File: src/calendar_day_difference_defines.svh
// Assertion macros for the calendar day difference block.
// Included by the top level; no other dependencies.
`ifndef CALENDAR_DAY_DIFFERENCE_DEFINES_SVH
`define CALENDAR_DAY_DIFFERENCE_DEFINES_SVH

`ifndef SYNTHESIS
// Antecedent implies consequent in the same cycle.
`define CDD_ASSERT_SAME(label, clk, rst_n, ante, cons) \
	label: assert property (@(posedge clk) disable iff (!rst_n) (ante) |-> (cons)) \
		else $error("calendar_day_difference: same-cycle check failed");
// Antecedent implies consequent in the next cycle.
`define CDD_ASSERT_NEXT(label, clk, rst_n, ante, cons) \
	label: assert property (@(posedge clk) disable iff (!rst_n) (ante) |=> (cons)) \
		else $error("calendar_day_difference: next-cycle check failed");
`else
`define CDD_ASSERT_SAME(label, clk, rst_n, ante, cons)
`define CDD_ASSERT_NEXT(label, clk, rst_n, ante, cons)
`endif

`endif

File: src/cdd_pkg.sv
// Shared widths, constants, command struct and calendar tables.
// Used by cdd_ctrl, cdd_dp and calendar_day_difference.
package cdd_pkg;
	localparam int YearW   = 14;
	localparam int MonW    = 4;
	localparam int DayW    = 5;
	localparam int CountW  = 22;
	localparam int DayNumW = 23;
	localparam int QuotW   = 8;
	localparam int RemW    = 7;

	// floor(y / 100) = (y * 5243) >> 19, exact for y below 16384
	localparam int RecipW     = 13;
	localparam int RecipShift = 19;
	localparam logic [RecipW-1:0] Recip100 = 13'd5243;

	localparam logic [MonW-1:0] MonJan = 4'd1;
	localparam logic [MonW-1:0] MonFeb = 4'd2;
	localparam logic [MonW-1:0] MonApr = 4'd4;
	localparam logic [MonW-1:0] MonJun = 4'd6;
	localparam logic [MonW-1:0] MonSep = 4'd9;
	localparam logic [MonW-1:0] MonNov = 4'd11;
	localparam logic [MonW-1:0] MonDec = 4'd12;

	typedef struct packed {
		logic load;     // capture the input fields
		logic div_en;   // quotient of year by 100
		logic rem_en;   // remainder and leap flag
		logic base_en;  // day number of January 1 and day clamp
		logic sum_en;   // full day number of the date
		logic sel_end;  // work on the end date
		logic finish;   // difference, saturate, strobe out
	} cdd_cmd_t;

	function automatic logic [MonW-1:0] clamp_month(input logic [MonW-1:0] m);
		logic [MonW-1:0] r;
		r = m;
		if (m < MonJan) r = MonJan;
		if (m > MonDec) r = MonDec;
		return r;
	endfunction

	function automatic logic [DayW-1:0] month_len(input logic [MonW-1:0] m, input logic leap);
		logic [DayW-1:0] r;
		r = 5'd31;
		if (m == MonFeb) r = leap ? 5'd29 : 5'd28;
		else if (m == MonApr || m == MonJun || m == MonSep || m == MonNov) r = 5'd30;
		return r;
	endfunction

	function automatic logic [8:0] days_before(input logic [MonW-1:0] m);
		logic [8:0] r;
		case (m)
			4'd1:    r = 9'd0;
			4'd2:    r = 9'd31;
			4'd3:    r = 9'd59;
			4'd4:    r = 9'd90;
			4'd5:    r = 9'd120;
			4'd6:    r = 9'd151;
			4'd7:    r = 9'd181;
			4'd8:    r = 9'd212;
			4'd9:    r = 9'd243;
			4'd10:   r = 9'd273;
			4'd11:   r = 9'd304;
			4'd12:   r = 9'd334;
			default: r = 9'd0;
		endcase
		return r;
	endfunction
endpackage

File: src/calendar_day_difference.sv
// Top level of the Gregorian day difference block.
// Instantiates cdd_ctrl and cdd_dp; uses cdd_pkg and the assertion macros header.
//
// Usage:
//   Present a start date and an end date on the input ports and raise start
//   while busy is low; that edge transfers the item. Fields out of range are
//   clamped (month to 1..12, day to 1..length of its month).
//   The result appears on day_count with done high for exactly one cycle,
//   after the sequencer's output step. day_count is zero when the end
//   is not after the start, and saturates at its all-ones value.
//   Each date's day number takes four sequencer steps (reciprocal divide by
//   100, remainder and leap test, January 1 day number, month and day add),
//   run for start and end in turn, plus one step for the difference;
//   start is ignored while busy is high.
//   done goes high in the same cycle busy drops, so a new start may be
//   given right there.
//   The receiver cannot stall: it must take the result in the done cycle.
//   Reset clears the sequencer and the strobe; no result is pending after it.
`include "calendar_day_difference_defines.svh"

module calendar_day_difference (
	input  logic                       clk,
	input  logic                       arst_n,
	input  logic                       start,
	output logic                       busy,
	input  logic [cdd_pkg::YearW-1:0]  start_year,
	input  logic [cdd_pkg::MonW-1:0]   start_month,
	input  logic [cdd_pkg::DayW-1:0]   start_day,
	input  logic [cdd_pkg::YearW-1:0]  end_year,
	input  logic [cdd_pkg::MonW-1:0]   end_month,
	input  logic [cdd_pkg::DayW-1:0]   end_day,
	output logic [cdd_pkg::CountW-1:0] day_count,
	output logic                       done
);
	cdd_pkg::cdd_cmd_t cmd;

	cdd_ctrl u_ctrl (
		.clk   (clk),
		.arst_n(arst_n),
		.start (start),
		.busy  (busy),
		.cmd   (cmd)
	);

	cdd_dp u_dp (
		.clk        (clk),
		.arst_n     (arst_n),
		.cmd        (cmd),
		.start_year (start_year),
		.start_month(start_month),
		.start_day  (start_day),
		.end_year   (end_year),
		.end_month  (end_month),
		.end_day    (end_day),
		.day_count  (day_count),
		.done       (done)
	);

	`CDD_ASSERT_NEXT(a_accept_busy, clk, arst_n, start && !busy, busy)
	`CDD_ASSERT_SAME(a_done_idle, clk, arst_n, done, !busy)
	`CDD_ASSERT_NEXT(a_finish_done, clk, arst_n, cmd.finish, done)
	`CDD_ASSERT_SAME(a_load_idle, clk, arst_n, cmd.load, start && !busy)
endmodule

File: src/cdd_ctrl.sv
// Sequencer for the day difference: steps the datapath through both dates.
// Depends on cdd_pkg for the command struct.
module cdd_ctrl (
	input  logic              clk,
	input  logic              arst_n,
	input  logic              start,
	output logic              busy,
	output cdd_pkg::cdd_cmd_t cmd
);
	localparam logic [2:0] StIdle = 3'd0;
	localparam logic [2:0] StDiv  = 3'd1;
	localparam logic [2:0] StRem  = 3'd2;
	localparam logic [2:0] StBase = 3'd3;
	localparam logic [2:0] StSum  = 3'd4;
	localparam logic [2:0] StOut  = 3'd5;

	logic [2:0] state_q, state_d;
	logic       sel_end_q, sel_end_d;

	always_comb begin
		state_d   = state_q;
		sel_end_d = sel_end_q;
		cmd       = '0;
		cmd.sel_end = sel_end_q;
		case (state_q)
			StIdle: begin
				if (start) begin
					cmd.load  = 1'b1;
					sel_end_d = 1'b0;
					state_d   = StDiv;
				end
			end
			StDiv: begin
				cmd.div_en = 1'b1;
				state_d    = StRem;
			end
			StRem: begin
				cmd.rem_en = 1'b1;
				state_d    = StBase;
			end
			StBase: begin
				cmd.base_en = 1'b1;
				state_d     = StSum;
			end
			StSum: begin
				cmd.sum_en = 1'b1;
				// second pass covers the end date
				if (sel_end_q) begin
					state_d = StOut;
				end else begin
					sel_end_d = 1'b1;
					state_d   = StDiv;
				end
			end
			StOut: begin
				cmd.finish = 1'b1;
				state_d    = StIdle;
			end
			default: begin
				state_d = StIdle;
			end
		endcase
	end

	always_ff @(posedge clk or negedge arst_n) begin
		if (!arst_n) begin
			state_q   <= StIdle;
			sel_end_q <= 1'b0;
		end else begin
			state_q   <= state_d;
			sel_end_q <= sel_end_d;
		end
	end

	assign busy = (state_q != StIdle);
endmodule

File: src/cdd_dp.sv
// Datapath: captures both dates, forms each day number in four steps,
// then the saturated difference. Depends on cdd_pkg.
module cdd_dp (
	input  logic                            clk,
	input  logic                            arst_n,
	input  cdd_pkg::cdd_cmd_t               cmd,
	input  logic [cdd_pkg::YearW-1:0]       start_year,
	input  logic [cdd_pkg::MonW-1:0]        start_month,
	input  logic [cdd_pkg::DayW-1:0]        start_day,
	input  logic [cdd_pkg::YearW-1:0]       end_year,
	input  logic [cdd_pkg::MonW-1:0]        end_month,
	input  logic [cdd_pkg::DayW-1:0]        end_day,
	output logic [cdd_pkg::CountW-1:0]      day_count,
	output logic                            done
);
	localparam int ProdW = cdd_pkg::YearW + cdd_pkg::RecipW;

	logic [cdd_pkg::YearW-1:0]   sy_q, ey_q;
	logic [cdd_pkg::MonW-1:0]    sm_q, em_q;
	logic [cdd_pkg::DayW-1:0]    sd_q, ed_q;
	logic [cdd_pkg::QuotW-1:0]   q_q;
	logic [cdd_pkg::RemW-1:0]    r_q;
	logic                        leap_q;
	logic [cdd_pkg::DayNumW-1:0] base_q, s_q, e_q;
	logic [cdd_pkg::DayW-1:0]    day_q;
	logic [cdd_pkg::CountW-1:0]  count_q;
	logic                        done_q;

	logic [cdd_pkg::YearW-1:0]   y;
	logic [cdd_pkg::MonW-1:0]    m;
	logic [cdd_pkg::DayW-1:0]    d, d_lo, len;
	logic [ProdW-1:0]            prod;
	logic [cdd_pkg::YearW:0]     hundreds, rem_full, y_plus3;
	logic [cdd_pkg::RemW-1:0]    rem;
	logic                        leap;
	logic [cdd_pkg::QuotW:0]     ceil100;
	logic [cdd_pkg::QuotW-2:0]   ceil400;
	logic [cdd_pkg::DayNumW-1:0] base, num, diff;

	// pick the date of the current pass
	assign y = cmd.sel_end ? ey_q : sy_q;
	assign m = cdd_pkg::clamp_month(cmd.sel_end ? em_q : sm_q);
	assign d = cmd.sel_end ? ed_q : sd_q;

	assign prod = ProdW'(y) * ProdW'(cdd_pkg::Recip100);

	assign hundreds = (cdd_pkg::YearW+1)'(q_q) * (cdd_pkg::YearW+1)'(100);
	assign rem_full = {1'b0, y} - hundreds;
	assign rem      = rem_full[cdd_pkg::RemW-1:0];
	assign leap     = (y[1:0] == 2'b00) && ((rem != '0) || (q_q[1:0] == 2'b00));

	// leap years strictly before y, year 0 included
	assign y_plus3 = {1'b0, y} + (cdd_pkg::YearW+1)'(3);
	assign ceil100 = {1'b0, q_q} + (cdd_pkg::QuotW+1)'(r_q != '0);
	assign ceil400 = (cdd_pkg::QuotW-1)'(q_q[cdd_pkg::QuotW-1:2])
		+ (cdd_pkg::QuotW-1)'((q_q[1:0] != 2'b00) || (r_q != '0));
	assign base = cdd_pkg::DayNumW'(y) * cdd_pkg::DayNumW'(365)
		+ cdd_pkg::DayNumW'(y_plus3[cdd_pkg::YearW:2])
		- cdd_pkg::DayNumW'(ceil100)
		+ cdd_pkg::DayNumW'(ceil400);

	assign d_lo = (d == '0) ? cdd_pkg::DayW'(1) : d;
	assign len  = cdd_pkg::month_len(m, leap_q);

	assign num = base_q + cdd_pkg::DayNumW'(cdd_pkg::days_before(m))
		+ cdd_pkg::DayNumW'((m > cdd_pkg::MonFeb) && leap_q)
		+ cdd_pkg::DayNumW'(day_q) - cdd_pkg::DayNumW'(1);

	assign diff = (e_q > s_q) ? (e_q - s_q) : '0;

	always_ff @(posedge clk) begin
		if (cmd.load) begin
			sy_q <= start_year;
			sm_q <= start_month;
			sd_q <= start_day;
			ey_q <= end_year;
			em_q <= end_month;
			ed_q <= end_day;
		end
		if (cmd.div_en) q_q <= prod[cdd_pkg::RecipShift +: cdd_pkg::QuotW];
		if (cmd.rem_en) begin
			r_q    <= rem;
			leap_q <= leap;
		end
		if (cmd.base_en) begin
			base_q <= base;
			day_q  <= (d_lo > len) ? len : d_lo;
		end
		if (cmd.sum_en) begin
			if (cmd.sel_end) e_q <= num;
			else s_q <= num;
		end
		// saturate spans beyond the output range
		if (cmd.finish) begin
			count_q <= diff[cdd_pkg::DayNumW-1] ? '1 : diff[cdd_pkg::CountW-1:0];
		end
	end

	always_ff @(posedge clk or negedge arst_n) begin
		if (!arst_n) begin
			done_q <= 1'b0;
		end else begin
			done_q <= cmd.finish;
		end
	end

	assign day_count = count_q;
	assign done      = done_q;
endmodule

File: config.mk
export PLATFORM = sky130hd
export DESIGN_NAME = calendar_day_difference
export DESIGN_NICKNAME = d
export VERILOG_FILES = /design/src/cdd_pkg.sv /design/src/calendar_day_difference.sv /design/src/cdd_ctrl.sv /design/src/cdd_dp.sv
export VERILOG_INCLUDE_DIRS = /design/src /design/src/src
export SDC_FILE = /design/constraint.sdc
export NUM_CORES = 1
export LEC_CHECK = 0
export BUFFER_PORTS_ARGS = -buffer_cell sky130_fd_sc_hd__buf_4
export CELL_PAD_IN_SITES_DETAIL_PLACEMENT = 0
export CELL_PAD_IN_SITES_GLOBAL_PLACEMENT = 1
export CORE_UTILIZATION = 52
export CTS_BUF_LIST = sky130_fd_sc_hd__clkbuf_8 sky130_fd_sc_hd__clkbuf_16
export CTS_CLUSTER_DIAMETER = 30
export DETAILED_ROUTE_END_ITERATION = 10
export PLACE_DENSITY = 0.89
export SYNTH_ARGS = -nofsm -noshare
export SYNTH_HDL_FRONTEND = slang
export SYNTH_HIERARCHICAL = 1
export SYNTH_SLANG_ARGS = --single-unit
File: constraint.sdc
create_clock -name clk -period 8 [get_ports clk]
set_input_delay 2.4 -clock clk [delete_from_list [all_inputs] [get_ports clk]]
set_output_delay 2.4 -clock clk [all_outputs]
set_load 0.01 [all_outputs]
Word-level counts from Yosys, hierarchy flattened
Memory sizes are Yosys's and may differ from the RTL's.
Index checks and enable logic that the tools add are counted.
Widths: inputs -> output; s select.
{ "word_totals": {"ff_bits": 163, "rom_bits": 144, "in_bits": 49, "output_inout_bits": 24, "word_cells": 92, "n_memories": 1} }
{ "op_classes": {"add_sub_neg": 12, "mul": 3, "n_lt_le_gt_ge": 5, "n_eq_ne": 11, "mux": 23, "bitwise_logic": 1, "reduce_logical": 19} }
{ "memory_table": {"columns": ["memory", "depth", "word_bits", "rd", "rd_clocked_by_memory_dff", "write_ports", "line", "rtl"], "rows": [
  ["(name not given)", 16, 9, 1, 0, 0, "cdd_pkg.sv:53", "case (m)"]
]} }
{ "op_table": {"columns": ["op", "n"], "rows": [
  ["$mul 14x13->27 const B", 1],
  ["$add 23x1->23", 1],
  ["$add 23x13->23", 1],
  ["$add 23x5->23", 1],
  ["$add 23x7->23", 1],
  ["$add 23x9->23", 1],
  ["$gt 23x23->1", 1],
  ["$mul 14x9->23 const B", 1],
  ["$mux 23", 1],
  ["$sub 23x1->23 const B", 1],
  ["$sub 23x23->23", 1],
  ["$sub 23x9->23", 1],
  ["$mux 5", 4],
  ["$add 14x2->15 const B", 1],
  ["$pmux 3 s5", 1],
  ["$mux 14", 1],
  ["$reduce_bool 7->1", 2],
  ["$mux 4", 3],
  ["$mux 1", 10],
  ["$add 8x1->9", 1],
  ["$eq 4x3->1 const B", 2],
  ["$eq 4x4->1 const B", 2],
  ["$mul 8x5->5 const B", 1],
  ["$add 6x1->7", 1],
  ["21 further kinds", 33]
]} }

Longest topological paths before layout
{ "depth": {"depth_word": 12, "depth_mapped": 28, "mapped_depth_nobuf": 24} }

Cells and area by module
Netlist, hierarchy kept.
{ "modules_own_cells": {"columns": ["mod", "instances", "cells_per_inst", "area_per_inst_um2", "seq_area_each_um2"], "rows": [
  ["cdd_dp", 1, 1490, 16208.0, 4769.6],
  ["cdd_ctrl", 1, 25, 244.0, 100.1]
]} }

Worst setup path before layout
OpenSTA, ideal clock, no wires.
{ "synth_path": {"path_kind": "reg-to-reg", "start": "register u_ctrl.sel_end_q", "end": "register u_dp/base_q[16] (netlist name) (data pin)", "setup_ns": 0.271, "arrival_time_ns": 6.906, "t_required_ns": 7.729, "slack_ns": 0.823, "stages_incl_launch_ff": 28, "n_path_buf": 4, "period_less_slack_ns": 7.177, "cell_sequence": "dfrtp_1 > buf_4 > clkbuf_1 > buf_2 > buf_1 > mux2i_1 > inv_1 > ha_1 > a21oi_1 > nor2b_1 > nand3_1 > nor2_1 > xnor2_1 > ha_1 > ha_1 > fa_1 > fa_1 > inv_1 > fa_1 > inv_1 > ha_1 > a21o_1 > a21oi_1 > nor3b_1 > nand3_1 > a31oi_1 > mux2i_1 > o2111ai_1"} }
{ "synth_via": {"elab_chain_cells": 5, "elab_cells_between_ends": 6, "classes_between": "add/sub (4); mul (1); mux (1)"} }
{ "synth_lines": {"columns": ["item", "line", "rtl"], "rows": [
  ["start, declared", "cdd_ctrl.sv:18", "logic sel_end_q, sel_end_d;"],
  ["start signal, assigned", "cdd_ctrl.sv:71", "sel_end_q <= sel_end_d;"],
  ["$mux 14 (*)", "cdd_dp.sv:41", "assign y = cmd.sel_end ? ey_q : sy_q;"],
  ["$mul 14x9->23 or $add 14x2->15 (tied branches)", "cdd_dp.sv:57, cdd_dp.sv:53", null],
  ["$add 23x13->23 (*)", "cdd_dp.sv:58", "+ cdd_pkg::DayNumW'(y_plus3[cdd_pkg::YearW:2])"],
  ["$sub 23x9->23 (*)", "cdd_dp.sv:59", "- cdd_pkg::DayNumW'(ceil100)"],
  ["$add 23x7->23 (*)", "cdd_dp.sv:60", "+ cdd_pkg::DayNumW'(ceil400);"],
  ["net u_dp.base (one bit)", "cdd_dp.sv:38", "logic [cdd_pkg::DayNumW-1:0] base, num, diff;"],
  ["end signal, assigned", "cdd_dp.sv:86", "base_q <= base;"],
  ["end, declared", "cdd_dp.sv:24", "logic [cdd_pkg::DayNumW-1:0] base_q, s_q, e_q;"]
]} }
The timed path passes the listed nets; every way through them passes the cells marked *.
A chain may end at the register's enable or synchronous reset.

Worst setup path after layout
Same ends and word-level chain as after synthesis.

==> results.yml <==
global_routing:
  track_usage: 0.2053
  grt_pass1_vias: 11030
  grt_pass1_wl_um: 52990
  antenna_found_initial: 0
  grt_start_max_net_pins: 47
  grt.overflow.total: 0
detailed_routing:
  drtPass1Iterations: 7
  dr.first_iter.drc_count: 565
  drtAntennaViolNets: 0
  drt_wl_total_um: 30900
  drt-vias-per-instance: 5.224
  drc: 5
  wl_per_cell_um: 15.36
  vias: 10510
synth:
  synth_area_leaders: "edfxtp_1 29%, ha_1 21%, fa_1 18%"
  syn-num-nets: 1987
  synth_ff_type: "edfxtp_1"
  syn_avg_cell_area_um2: 10.86
  async_flop_share: 0.03067
  yosysSeqAreaShare: 0.2960
  synth.top_cell.area_share: 0.2884
  synth_edf_count: 158
  synthDominantAreaCellType: "edfxtp_1"
  syn-cell-area_um2: 16450
  synth_cell_types: 80
  ys_ff_latch: 163
  synthCells: 1515
  yosysWarnings: 6
timing:
  whs_ps: 609.5
  hold_viol_final: 0
  rsz0062_at_grt: "false"
  fin_setup_tns_ps: 0
  fin_crit_sh: 0.8845
  finalMaxSlewViolations: 0
  tightest_slew_ps: 1203
  clock.fmax_mhz: 141.3
  skew_ps: 15.59
  relSlewSlack: 0.1959
  min_period_ps: 7076
  finalSetupViolCount: 0
critical_path:
  rrSetupSlack_ps: 920
  r2r_start: "u_ctrl/sel_end_q"
  rr_worst_depth: 23
  worstPathRequired_ps: 8180
  path_cells: "buf_4, mux2_2, inv_1, ha_1, nand2b_1, nor2_1, nand3_1, xnor2_1, ha_1, ha_1, fa_1, fa_1, inv_1, fa_1, inv_1, ha_1, a21o_1, a21oi_1, nor3b_1, nand3_1, a31oi_1, mux2i_1, o2111ai_1"
  critPathLaunchType: "register"
  critical_path.max_fanout: 17
  critPathTopFamily: "adder cells"
  worst-setup-path-type: "reg -> reg"
  critical-path-slowest-cell: "dfrtp_1"
  critPathCaptureType: "register"
  reg2reg_to: "u_dp/base_q[16]"
  critPathMaxStageDelay_ps: 860
  cpMostUsedCell: "ha_1"
  cp_data_arrival_time_ps: 7260
  path_buf_inv: 4
clock_tree:
  cts_tree: "done"
  numCtsBuffers: 17
  post_cts_buffers: 0
  cts_root_buffer: "clkbuf_16"
  clk_latency_ps: 460
  cts_resized: 0
  clk_pin_slew_ps: 70
  htreeDepth: 4
  clock_path_buffers: 2
  clock_sinks: 163
  cts_hold_buf: 0
cells_and_area:
  layout-drive-gt1-share: 0.1064
  diodes: 0
  layout.nets: 2075
  stdcell_area_um2: 18030
  area_growth_syn_to_layout_pct: 9.597
  fin_cells: 2012
  final_common_cell: "inv_1"
  final_cell_mix: "380 x inv_1, 276 x ha_1, 158 x edfxtp_1"
  fillers: 2528
worst_hold_path:
  min_path_type: "reg -> reg"
  whs_path_depth: 1
  holdPathEnd: "u_ctrl/state_q[0]"
  hp-start: "u_ctrl/state_q[0]"
floorplan:
  die_x_um: 179.9
  start_util: 0.5336
  die_h_um: 179.9
  core_um2: 30830
  io_pins: 73
  row_count: 64
  die_area_um2: 32350
place:
  post_dp_cell_area_um2: 17480
  gp_congestion: 0.9373
  hpwl_um: 25690
  port_buffers: 72
  place_inst: 1980
run:
  max_cap_viol_count: 0
run_status:
  violations: "design-rule violations"
  outcome: "finished, violations left"
[cells in the mapped netlist, drive strengths merged (4+ instances only)]
master   instances
a211o            5
o21ai           33
or2              6
and3            13
and2             4
o2111ai          5
clkbuf           4
o21bai           7
edfxtp         158
xnor2           63
nand2           33
dfrtp            5
o31ai            7
a21oi           82
nor2            50
o31a             4
a2111oi          4
o21a             8
a21o            30
nand2b           4
nor2b            9
a31oi            9
xor2            18
mux2             7
fa             147
mux2i           21
nand3           22
or3              5
a211oi          10
ha             276
buf             12
inv            379
nor3            20
nor3b            6
nand4            8
[sequential cells by signal, indices dropped and copies added, names as in the netlist, 5 cells and up]
register and flops:
u_dp/e_q 23, u_dp/day_q 5, u_dp/r_q 7, u_dp/sd_q 5, u_dp/ed_q 5, u_dp/q_q 8, u_dp/day_count 22, u_dp/sy_q 14
u_dp/ey_q 14, u_dp/s_q 23, u_dp/base_q 23
[layer usage]
layer	part of all wire	vias up	global-route usage
li1	-	5237	-
met1	0.43	5100	0.2495
met2	0.52	137	0.3737
met3	0.025	36	0.03241
met4	0.018	0	0.06000
met5	0	-	0
[through the flow]
| step | utilization | setup slack (ps) |
|---|---|---|
| 3_5_place_dp | 0.5671 | 1015 |
| 2_1_floorplan | - | 822.9 |
| 4_1_cts | 0.5849 | 970.1 |
| 3_3_place_gp | 0.5671 | 1283 |
| 5_1_grt | 0.5849 | 494.3 |
| 6_report | 0.5849 | 924.3 |
[logic make-up (layout without fill, tap and decap cells)]
family	count (synthesis)	after routing	synth area share
adders and majority gates	423	423	0.3888
buffers and inverters	396	497	0.09377
AOI/OAI and AO/OA	227	227	0.09894
and+or+nand+nor	197	197	0.06137
DFF	163	163	0.2960
xor gates and xnor gates	81	81	0.04358
muxes	28	28	0.01757
[worst max path at each step]
stage / from / to / slack [ps] / cells after the start
final: u_ctrl/sel_end_q / u_dp/base_q[16] / 920 / 23
after global routing: u_ctrl/sel_end_q / u_dp/base_q[16] / 490 / 23
after CTS: u_ctrl/sel_end_q / u_dp/base_q[16] / 970 / 23
after detailed placement: u_ctrl/sel_end_q / u_dp/base_q[16] / 1020 / 23
after global placement: u_ctrl/sel_end_q / u_dp/base_q[16] / 1280 / 22
after floorplan: u_ctrl/sel_end_q / u_dp/base_q[16] / 820 / 27
[layout make-up]
type / count / area (um2) / share of cell area
repair buffers: 85 / 638.1 / 0.03539
inverters: 380 / 1426 / 0.07911
clock buffers: 17 / 425.4 / 0.02359
clock inverters: 15 / 121.4 / 0.006731
flip-flops and latches: 163 / 4870 / 0.2701
multi-input cells: 956 / 10050 / 0.5576
well taps: 396 / 495.5 / 0.02748
Power is left out: the tool's default activity adds up to more than one toggle a clock period on the data nets, which glitch-free logic cannot reach.
